$ cat src/hdl/keyed_value_cache_table_macros.svh
// ----------------------------------------------------------------------------
// Assertion macros for the keyed value cache table.
// ----------------------------------------------------------------------------
`ifndef KEYED_VALUE_CACHE_TABLE_MACROS_SVH
`define KEYED_VALUE_CACHE_TABLE_MACROS_SVH

// The consequent must hold in the same cycle as the antecedent.
`define KVCT_ASSERT_SAME(label, clk, rst_n, ante, cons) \
	label: assert property (@(posedge clk) disable iff (!rst_n) (ante) |-> (cons)) \
		else $error("kvct assertion failed");

// The consequent must hold in the cycle after the antecedent.
`define KVCT_ASSERT_NEXT(label, clk, rst_n, ante, cons) \
	label: assert property (@(posedge clk) disable iff (!rst_n) (ante) |=> (cons)) \
		else $error("kvct assertion failed");

`endif

$ cat src/hdl/kvct_pkg.sv
`timescale 1ns / 1ps
// ----------------------------------------------------------------------------
// kvct_pkg
// Types and codes shared by the keyed value cache table and its cells.
// ----------------------------------------------------------------------------
package kvct_pkg;

	// Command codes.
	localparam logic [1:0] CMD_INSERT = 2'd0;
	localparam logic [1:0] CMD_LOOKUP = 2'd1;
	localparam logic [1:0] CMD_CLEAR  = 2'd2;

	// Status codes.
	localparam logic [1:0] ST_DONE = 2'd0;
	localparam logic [1:0] ST_DUP  = 2'd1;
	localparam logic [1:0] ST_FULL = 2'd2;

	typedef struct packed {
		logic [1:0]         command;
		logic signed [31:0] clause_key;
		logic signed [31:0] local_id;
		logic signed [31:0] global_id;
		logic [63:0]        value_bits;
	} kvct_req_t;

	typedef struct packed {
		logic        found;
		logic [63:0] found_value;
		logic [1:0]  status;
	} kvct_rsp_t;

	// Token that walks down the row of cells, one cell per cycle.
	typedef struct packed {
		logic        vld;
		logic [1:0]  cmd;
		logic [31:0] clause_key;
		logic [31:0] local_id;
		logic [31:0] global_id;
		logic [63:0] value_bits;
		logic        hit;
		logic [63:0] hit_value;
		logic        dup;
	} kvct_tok_t;

endpackage

$ cat src/hdl/kvct_cell.sv
`timescale 1ns / 1ps
// ----------------------------------------------------------------------------
// kvct_cell
// One table slot: holds an entry, checks the passing token against it, stores
// a new entry when the token reaches the first free slot, and hands the token
// to the next cell.
// ----------------------------------------------------------------------------
module kvct_cell #(
	parameter int INDEX = 0,
	parameter int CW    = 7
) (
	input  logic              clk,
	input  logic              arst_n,
	input  kvct_pkg::kvct_tok_t tok_in,
	input  logic [CW-1:0]     count,
	output kvct_pkg::kvct_tok_t tok_out
);
	import kvct_pkg::*;

	localparam logic [CW-1:0] SLOT = CW'(INDEX);

	logic [31:0] clause_key_q;
	logic [31:0] local_id_q;
	logic [31:0] global_id_q;
	logic [63:0] value_q;
	kvct_tok_t   tok_q;
	kvct_tok_t   tok_d;
	logic        live;
	logic        match_pair;
	logic        match_all;
	logic        wr_en;

	// Only slots below the fill count hold an entry.
	assign live       = (SLOT < count);
	assign match_pair = (clause_key_q == tok_in.clause_key) &&
	                    (global_id_q == tok_in.global_id);
	assign match_all  = match_pair && (local_id_q == tok_in.local_id);

	// Every live slot lies ahead of the first free one, so the duplicate
	// flag is final when the token reaches it.
	assign wr_en = tok_in.vld && (tok_in.cmd == CMD_INSERT) && !tok_in.dup &&
	               (SLOT == count);

	always_comb begin
		tok_d = tok_in;
		if (tok_in.vld && live) begin
			if ((tok_in.cmd == CMD_LOOKUP) && !tok_in.hit && match_pair) begin
				tok_d.hit       = 1'b1;
				tok_d.hit_value = value_q;
			end
			if ((tok_in.cmd == CMD_INSERT) && match_all) begin
				tok_d.dup = 1'b1;
			end
		end
	end

	always_ff @(posedge clk) begin
		if (wr_en) begin
			clause_key_q <= tok_in.clause_key;
			local_id_q   <= tok_in.local_id;
			global_id_q  <= tok_in.global_id;
			value_q      <= tok_in.value_bits;
		end
	end

	always_ff @(posedge clk or negedge arst_n) begin
		if (!arst_n) begin
			tok_q <= '0;
		end else begin
			tok_q <= tok_d;
		end
	end

	assign tok_out = tok_q;

endmodule

$ cat config.mk
export PLATFORM = sky130hd
export DESIGN_NAME = kvct_cell
export DESIGN_NICKNAME = d
export VERILOG_FILES = /design/src/hdl/keyed_value_cache_table_macros.svh /design/src/hdl/kvct_pkg.sv /design/src/hdl/kvct_cell.sv
export SDC_FILE = /design/constraint.sdc
export NUM_CORES = 1
export LEC_CHECK = 0
export BUFFER_PORTS_ARGS = -buffer_cell sky130_fd_sc_hd__buf_2
export CORE_AREA = 2 2 182 184
export CTS_CLUSTER_DIAMETER = 80
export DETAILED_ROUTE_END_ITERATION = 16
export DIE_AREA = 0 0 184 186
export PLACE_DENSITY = 0.66
export SLEW_MARGIN = 20
export SYNTH_ARGS = -nofsm -noshare
export SYNTH_HDL_FRONTEND = slang
export SYNTH_SLANG_ARGS = --single-unit
$ cat constraint.sdc
create_clock -name clk -period 5 [get_ports clk]
set_clock_uncertainty 0.1 [all_clocks]
set_input_delay 0.25 -clock clk [delete_from_list [all_inputs] [get_ports clk]]
set_output_delay 0.25 -clock clk [all_outputs]
set_load 0.02 [all_outputs]
## Yosys cells after proc, flatten, opt, wreduce, memory -nomap -nowiden

Index checks and enable logic that the tools add are counted.

- Multiplexer cells: 3
- Order comparisons: 1
- Eq/ne operators: 4
- Reduce and logical (&&, ||, !) cells: 13

Operators with widths:

| operator | count |
|---|---|
| equality test 32 bit | 3 |
| two-way mux 66 bit | 1 |
| two-way mux 65 bit | 1 |
| logical AND 1 bit | 9 |
| logical NOT 7 bit | 1 |
| < comparator 1 x 7 -> 1 bit, first input constant | 1 |
| equality test 2 x 1 -> 1 bit, second input constant | 1 |
| logical NOT 1 bit | 2 |
| logical NOT 2 bit | 1 |
| two-way mux 1 bit | 1 |

- Output and inout bits: 229
- Word-level logic and storage cells: 34
- Register bits after elaboration: 389
- Bits of input ports: 238

## Logic depth before layout (Yosys ltp)

Gate-level depths: netlist (run 1).

- Depth after elaboration: 6
- Depth in mapped cells: 8
- Depth with buffers taken out: 6

## Worst setup path after synthesis (run 1)

Ideal clock, no wire load.

- Path kind: input-to-reg
- From: input count[2]
- To: register clause_key_q[0], enable pin
- Data arrival time: 12.155 ns
- Stages on the path: 3
- Setup slack: -8.167 ns
- Cell sequence: nor4_1 nand2_1 nor3b_1

- Longest elaborated chain between the ends: 2

Ends and longest elaborated chain:

| element | RTL line | RTL |
|---|---|---|
| start, declared | kvct_cell.sv:15 | `input logic [CW-1:0] count,` |
| logical NOT 7 bit | kvct_cell.sv:42 | `(SLOT == count);` |
| logical AND 1 bit | kvct_cell.sv:41 | `assign wr_en = tok_in.vld && (tok_in.cmd == CMD_INSERT) && !tok_in.dup &&` |
| net wr_en | kvct_cell.sv:31 | `logic wr_en;` |
| end signal, assigned | kvct_cell.sv:59 | `clause_key_q <= tok_in.clause_key;` |
| end, declared | kvct_cell.sv:22 | `logic [31:0] clause_key_q;` |

The timed path passes the listed nets, and every way through them passes these cells.
A chain may end at the register's enable or synchronous reset.

==> results of run 1 <==
[per-layer routing]
layer	global-route usage, %	up-vias	share of wire, %
met5	0	-	0
met4	6.82	0	3.0
met3	4.44	63	6.7
met2	33.8	335	53
met1	20.5	3938	37
li1	-	3610	-
[through the flow]
stage | worst slack, ps | cells | power (mW) | hold WS, ps
2_1_floorplan | -215 | 600 | 3.70 | -146
3_3_place_gp | 1720 | 1471 | 3.99 | 261
3_5_place_dp | 1760 | 1471 | 4.00 | 263
4_1_cts | 1770 | 1773 | 7.03 | 265
5_1_grt | 1720 | 1773 | 7.21 | 268
6_report | 1910 | 1774 | 6.97 | 295
[cell type report]
| type | count | area share, % |
|---|---|---|
| flip-flops and latches | 389 | 55.2 |
| repair buffers | 700 | 24.7 |
| multi-input cells | 204 | 10.8 |
| clock buffers | 64 | 6.20 |
| well taps | 408 | 2.67 |
| clock inverters | 8 | 0.491 |
| diodes | 1 | 0.0131 |
[worst max-delay path by stage]
stage,startpoint,endpoint,slack (ps),cells after the start
floorplan,count[2],clause_key_q[0],-220,3
finish,tok_in[150],tok_out[50],1910,9
global route,tok_in[206],tok_out[46],1720,9
global placement,tok_in[150],tok_out[58],1720,8
CTS,tok_in[206],tok_out[47],1770,9
detailed placement,global_id_q[20],tok_out[47],1760,7
[sequential cells by signal, summed over array words and instances, names as in the netlist]
signal and flops:
clause_key_q 32, global_id_q 32, local_id_q 32, tok_out 229
value_q 64
[power by group through the flow]
| stage | Combinational [mW] | Sequential (mW) | Clock (mW) |
|---|---|---|---|
| global route | 0.682 | 3.45 | 3.07 |
| finish | 0.638 | 3.45 | 2.88 |
| detailed placement | 0.492 | 3.51 | 0 |
| CTS | 0.637 | 3.45 | 2.95 |
| floorplan | 0.0670 | 3.64 | 0 |
| global placement | 0.486 | 3.51 | 0 |
[cells in the final DEF, fill, tap and decap left out, types with 5 or more instances in the layout]
master / instances
buf_2: 465
clkbuf_1: 17
clkbuf_16: 42
clkbuf_8: 5
dfrtp_1: 229
dlygate4sd3_1: 230
edfxtp_1: 160
mux2_2: 15
mux2_4: 49
nand4_1: 10
nor4_1: 18
xnor2_1: 28
xor2_1: 68
[logic make-up (layout without fill, tap and decap cells)]
| family | Yosys count | after routing | share of synthesized area [%] |
|---|---|---|---|
| multiplexers | 64 | 64 | 7.16 |
| other | 0 | 1 | 0 |
| AO/OA/AOI/OAI | 1 | 1 | 0.0595 |
| buffers and inverters | 7 | 772 | 0.575 |
| AND/OR/NAND/NOR | 43 | 43 | 2.10 |
| XOR/XNOR | 96 | 96 | 6.66 |
| flip-flops | 389 | 389 | 83.4 |
==> results.md, run 1 <==
* Core area at around 32000 µm²
* Cell Area, Synth at approximately 13000 µm²
* P_int at between 5 and 6 mW
* CTS Buf Count at 40
* Clock sink count at ~390
* Placed inst area at approximately 16000 µm²
* Io pins at around 470
* Per-cell routed wire length at 18.4 µm
* YS warnings at 0
* Bufs on Longest Clock Path at 3
* Count leader, synth: dfrtp_1
* Clk network pwr share at between 40% and 50%
* Initial antenna violation count at 0
* Reg2reg start: global_id_q[20]
* CP Class: in -> reg
* Hold-fix buffers, CTS at 230
* CP max stage cell: nor4_1
* Hold path depth at 2
* Crit Path Max Fanout at 52
* Global Route Usage Sum at between 10% and 20%
* Number of synthesized register bits at 389
* VDD IR max at 0.291 mV
* Sequential cell area fraction in the yosys report at between 80% and 90%
* Detail Placement HPWL at approximately 21000 µm
* CTS root buf: clkbuf_16
* Crit path buffers/inverters at 3
* Design Area, Final at between 15000 and 20000 µm²
* RSZ-0062 raised after global routing: no
* TritonCTS clock tree: yes
* Switch Pwr at between 1.5 and 2 mW
* Final Hold Fails at 0
* Layout cell share with drive strength beyond 1 at between 40% and 50%
* CP endpoint kind: flop
* Logic pwr share at roughly 9.2%
* GRT overflow at 0
* Hold path start: tok_in[114]
* DRC viols at 0
* Fin crit share at around three fifths
* Largest net degree at the start of global routing at around 120
* Top delay family on crit path: simple AND/OR/NAND/NOR gates
* Final ANT Viol Nets at 0
* Number of port buffers at ~470
* MaxCap Viol Count at 0
* First-pass iteration count of the detailed router at 4
* Reg area at 10500 µm²
* R2R Setup Slk at 1940 ps
* Core Util, Final at 59.3%
* Horiz. Die Dim at 184 µm
* Tightest Pin Transition at 904 ps
* Leak Pwr at 8.48 nW
* Share of total power in sequential cells at 49.5%
* PD cells at 365 nW/µm²
* Top post-synthesis cells by count: dfrtp_1, edfxtp_1, xor2_1, mux2_4, xnor2_1
* R2R Path End: tok_out[50]
* Vias/cell at between 4 and 5
* Netlist cell types at 20
* Fraction of registers with async set/reset at between 50% and 60%
* FF-to-FF path depth at 7
* Die area at around 34000 µm²
* DR vias at 7946
* Hold Path End: tok_out[114]
* Fraction of power spent switching nets at 21.8%
* Slew headroom at 38.9%
* CTS resizes at 0
* Initial Util at ~39%
* Top-area cell type share of the netlist area at a little under half
* Syn avg cell area at approximately 21 µm²
* Primary FF master, synth: dfrtp_1
* Post-synth EDFFs at 160
* # nets final at between 1500 and 2000
* Critical Path, Cell by Cell: dlygate4sd3_1, buf_2, xor2_1, nor4_1, nand4_1, nor3_2, nand3_4, buf_4, mux2_4
* Die height at 186 µm
* Syn_nets at 838
* Post-synthesis cell count at 600
* Post-synth top area cell: dfrtp_1
* Layout fillers at 2348
* Arrival @ worst endpoint at 3380 ps
* # Post-CTS Setup Buffers at 0
* Routed Wire Length at 32600 µm
* Final setup violating endpoints at 0
* Max H-tree Level at 2
* HP Class: in -> reg
* Peak Freq at around 0.32 GHz
* Final Max Tran Viols at 0
* Required @ worst endpoint at between 5000 and 6000 ps
* First-pass GRT wire length at ~48000 µm
* CP Launch Type: primary input
* GPL Wtd Cong at between 0.7 and 0.8
* Status: finished clean
* Clock Latency Late Sink at 510 ps
* Setup_tns at 0 ps
* Clock Pin Slew Worst Setup and Hold Paths at about 60 ps
* Vias in the first global route at 8614
* Minimum clock period at 3090 ps
* Largest cells by area after synthesis: dfrtp_1, edfxtp_1, mux2_4
* Num rows at between 60 and 70
* Iter 0 DRT Violations at between 300 and 400
* P&R area growth vs syn at 51.2%
* Max stage delay on crit path at about 540 ps
* Multi-input gate area at between 2000 and 2500 µm²
Power figures use the tool's default switching activity.
==> run 2: changes to the inputs <==
--- a/config.mk
+++ b/config.mk
@@ -6,11 +6,11 @@
 export NUM_CORES = 1
 export LEC_CHECK = 0
 export BUFFER_PORTS_ARGS = -buffer_cell sky130_fd_sc_hd__buf_2
-export CORE_AREA = 2 2 182 184
+export CORE_AREA = 2 2 179 181
 export CTS_CLUSTER_DIAMETER = 80
 export DETAILED_ROUTE_END_ITERATION = 16
-export DIE_AREA = 0 0 184 186
-export PLACE_DENSITY = 0.66
+export DIE_AREA = 0 0 181 183
+export PLACE_DENSITY = 0.68
 export SLEW_MARGIN = 20
 export SYNTH_ARGS = -nofsm -noshare
 export SYNTH_HDL_FRONTEND = slang
==> constraint.sdc (replaced) <==
create_clock -name clk -period 2.85 [get_ports clk]
set_clock_uncertainty 0.1 [all_clocks]
set_input_delay 0.1425 -clock clk [delete_from_list [all_inputs] [get_ports clk]]
set_output_delay 0.1425 -clock clk [all_outputs]
set_load 0.02 [all_outputs]
==> run 2 against run 1 <==
Against the previous run: final cell count is essentially flat; sequential power grew 75%; critical path depth shrank 2; non-clock buffer count grew 7; routed wire length grew 1.7%; cell area grew 0.82%.
==> results.md, run 2 (synthesis results as in run 1) <==
* Core area at 31200 µm² (-3.0%)
* Iter 0 DRT Violations at 320 (+2.9%)
* Layout fillers at 2192 (-6.6%)
* Global Route Usage Sum at 19.5% (+1.2 points)
* Placed inst area at 15600 µm² (+0.61%)
* MaxCap Viol Count at 0 (unchanged)
* Die area at 33100 µm² (-3.2%)
* Max H-tree Level at 2 (unchanged)
* # nets final at 1579 (+0.38%)
* Vias/cell at 4.54 (+1.3%)
* Bufs on Longest Clock Path at 3 (unchanged)
* RSZ-0062 raised after global routing: no
* VDD IR max at 0.454 mV (+56%)
* Fraction of power spent switching nets at 21.7% (-0.074 points)
* Num rows at 65 (-1.5%)
* Logic pwr share at 9.1% (about the same)
* Io pins at 467 (unchanged)
* Peak Freq at around 0.39 GHz
* Final setup violating endpoints at 0 (unchanged)
* Initial antenna violation count at 3 (+3)
* CP Class: reg -> reg
* Per-cell routed wire length at 18.7 µm (+1.6%)
* Initial Util at 40.4% (+1.2 points)
* Slew headroom at 56.5% (+18 points)
* P_int at 9.73 mW (+79%)
* Most frequent cells in the layout: buf_2, dlygate4sd3_1, dfrtp_1
* CTS root buf: clkbuf_16
* Crit Path Max Fanout at 35 (-33%)
* Clk network pwr share at 42.2% (+0.8 points)
* Multi-input gate area at 2060 µm² (unchanged)
* Detail Placement HPWL at 20400 µm (-1.8%)
* Minimum clock period at 2590 ps
* First-pass iteration count of the detailed router at 4 (unchanged)
* Leak Pwr at 8.57 nW (+1.1%)
* Status: finished clean
* Total power at 12.4 mW (+78%)
* Tightest Pin Transition at 652 ps (-252 ps)
* # Post-CTS Setup Buffers at 0 (unchanged)
* Required @ worst endpoint at 3130 ps (-2160 ps)
* Die height at 183 µm (-1.6%)
* Reg area at 10500 µm² (unchanged)
* Final ANT Viol Nets at 0 (unchanged)
* Clock Latency Late Sink at 510 ps (about the same)
* Switch Pwr at 2.70 mW (+78%)
* Design Area, Final at 19300 µm² (+0.82%)
* CP Launch Type: flop
* First-pass GRT wire length at 49900 µm (+4.2%)
* Final Hold Fails at 0 (unchanged)
* Most common cell after layout, fill and taps aside: buf_2
* Clock sink count at 389 (unchanged)
* PD cells at 646 nW/µm² (+77%)
* Arrival @ worst endpoint at 2870 ps (-510 ps)
* GRT overflow at 0 (unchanged)
* DRC viols at 0 (unchanged)
* Number of port buffers at 466 (unchanged)
* GPL Wtd Cong at 0.792 (+2.7%)
* Max FFs per register at 229 (unchanged)
* Routed Wire Length at 33100 µm (+1.7%)
* Final Max Tran Viols at 0 (unchanged)
* TritonCTS clock tree: yes
* HP Class: in -> async
* P&R area growth vs syn at 52.5%
* Largest net degree at the start of global routing at 80 (-31%)
* Fin crit share at between 90% and 100%
* DR vias at 8057 (+1.4%)
* Horiz. Die Dim at 181 µm (-1.6%)
* Share of total power in sequential cells at 48.7% (-0.8 points)
* CTS Buf Count at 39 (-2.5%)
* Clock Pin Slew Worst Setup and Hold Paths at 60 ps (about the same)
* CP endpoint kind: flop
* Layout cell share with drive strength beyond 1 at 44.1% (+0.69 points)
* Vias in the first global route at 8923 (+3.6%)
[run 2: cell count changes in the layout (fill, tap and decap cells not counted), sizes merged]
cell / delta
inv: +1
clkinv: +4
buf: +7
bufinv: +2
clkbuf: -8
diode: +1
[run 2: final timing paths]
path	start	end	slack [ps]	depth (start not counted)
min in group clk	tok_in[79]	tok_out[79]	200	2
worst max register to register	global_id_q[27]	tok_out[18]	260	7
worst min-delay path	arst_n	tok_out[95]	120	2
max in group asynchronous	arst_n	tok_out[203]	1690	3
worst min register to register	value_q[52]	tok_out[53]	370	1
worst max-delay path	global_id_q[27]	tok_out[18]	260	7
[run 2: layout make-up]
type	instances	share of cell area [%]
flip-flops and latches	389	54.7
repair buffers	707	25.0
multi-input cells	204	10.7
clock buffers	56	5.99
well taps	402	2.61
clock inverters	15	0.949
diodes	2	0.0260
[run 2: critical path: stages (launching register included)]
cell and delay (ps):
edfxtp_1 380, xor2_1 160, nor4_1 430, nand4_1 170, nor2_1 270, nand3_4 300, buf_12 310, mux2_4 340
[run 2: layer usage]
layer  wire, µm  global-route usage [%]  vias up
met5         13                       0        -
li1           -                       -     3622
met1      12200                    22.4     4004
met2      17800                    35.5      357
met3       2220                    4.88       72
met4        926                    7.06        2
[run 2: repair_timing]
action,4_1_cts,5_1_grt
hold buffers,230,0
hold endpoints to repair,464,0
gates resized for setup,0,0
[run 2: power groups by stage]
stage	Clock [mW]	Sequential [mW]	Combinational, mW
6_report	5.24	6.05	1.13
5_1_grt	5.61	6.06	1.21
4_1_cts	5.35	6.05	1.12
3_5_place_dp	0	6.15	0.867
3_3_place_gp	0	6.15	0.857
2_1_floorplan	0	6.38	0.117
[run 2: metrics by stage]
step / setup WS, ps / utilization, % / hold slack [ps] / setup TNS, ps / std cells
2_1_floorplan: -2260 / - / -253 / -361210 / 600
4_1_cts: 266 / 61.6 / 125 / 0 / 1773
5_1_grt: 157 / 61.6 / 172 / 0 / 1775
6_report: 260 / 61.6 / 115 / 0 / 1775
3_5_place_dp: 271 / 50.0 / 77.0 / 0 / 1472
3_3_place_gp: 302 / 50.0 / 65.7 / 0 / 1472
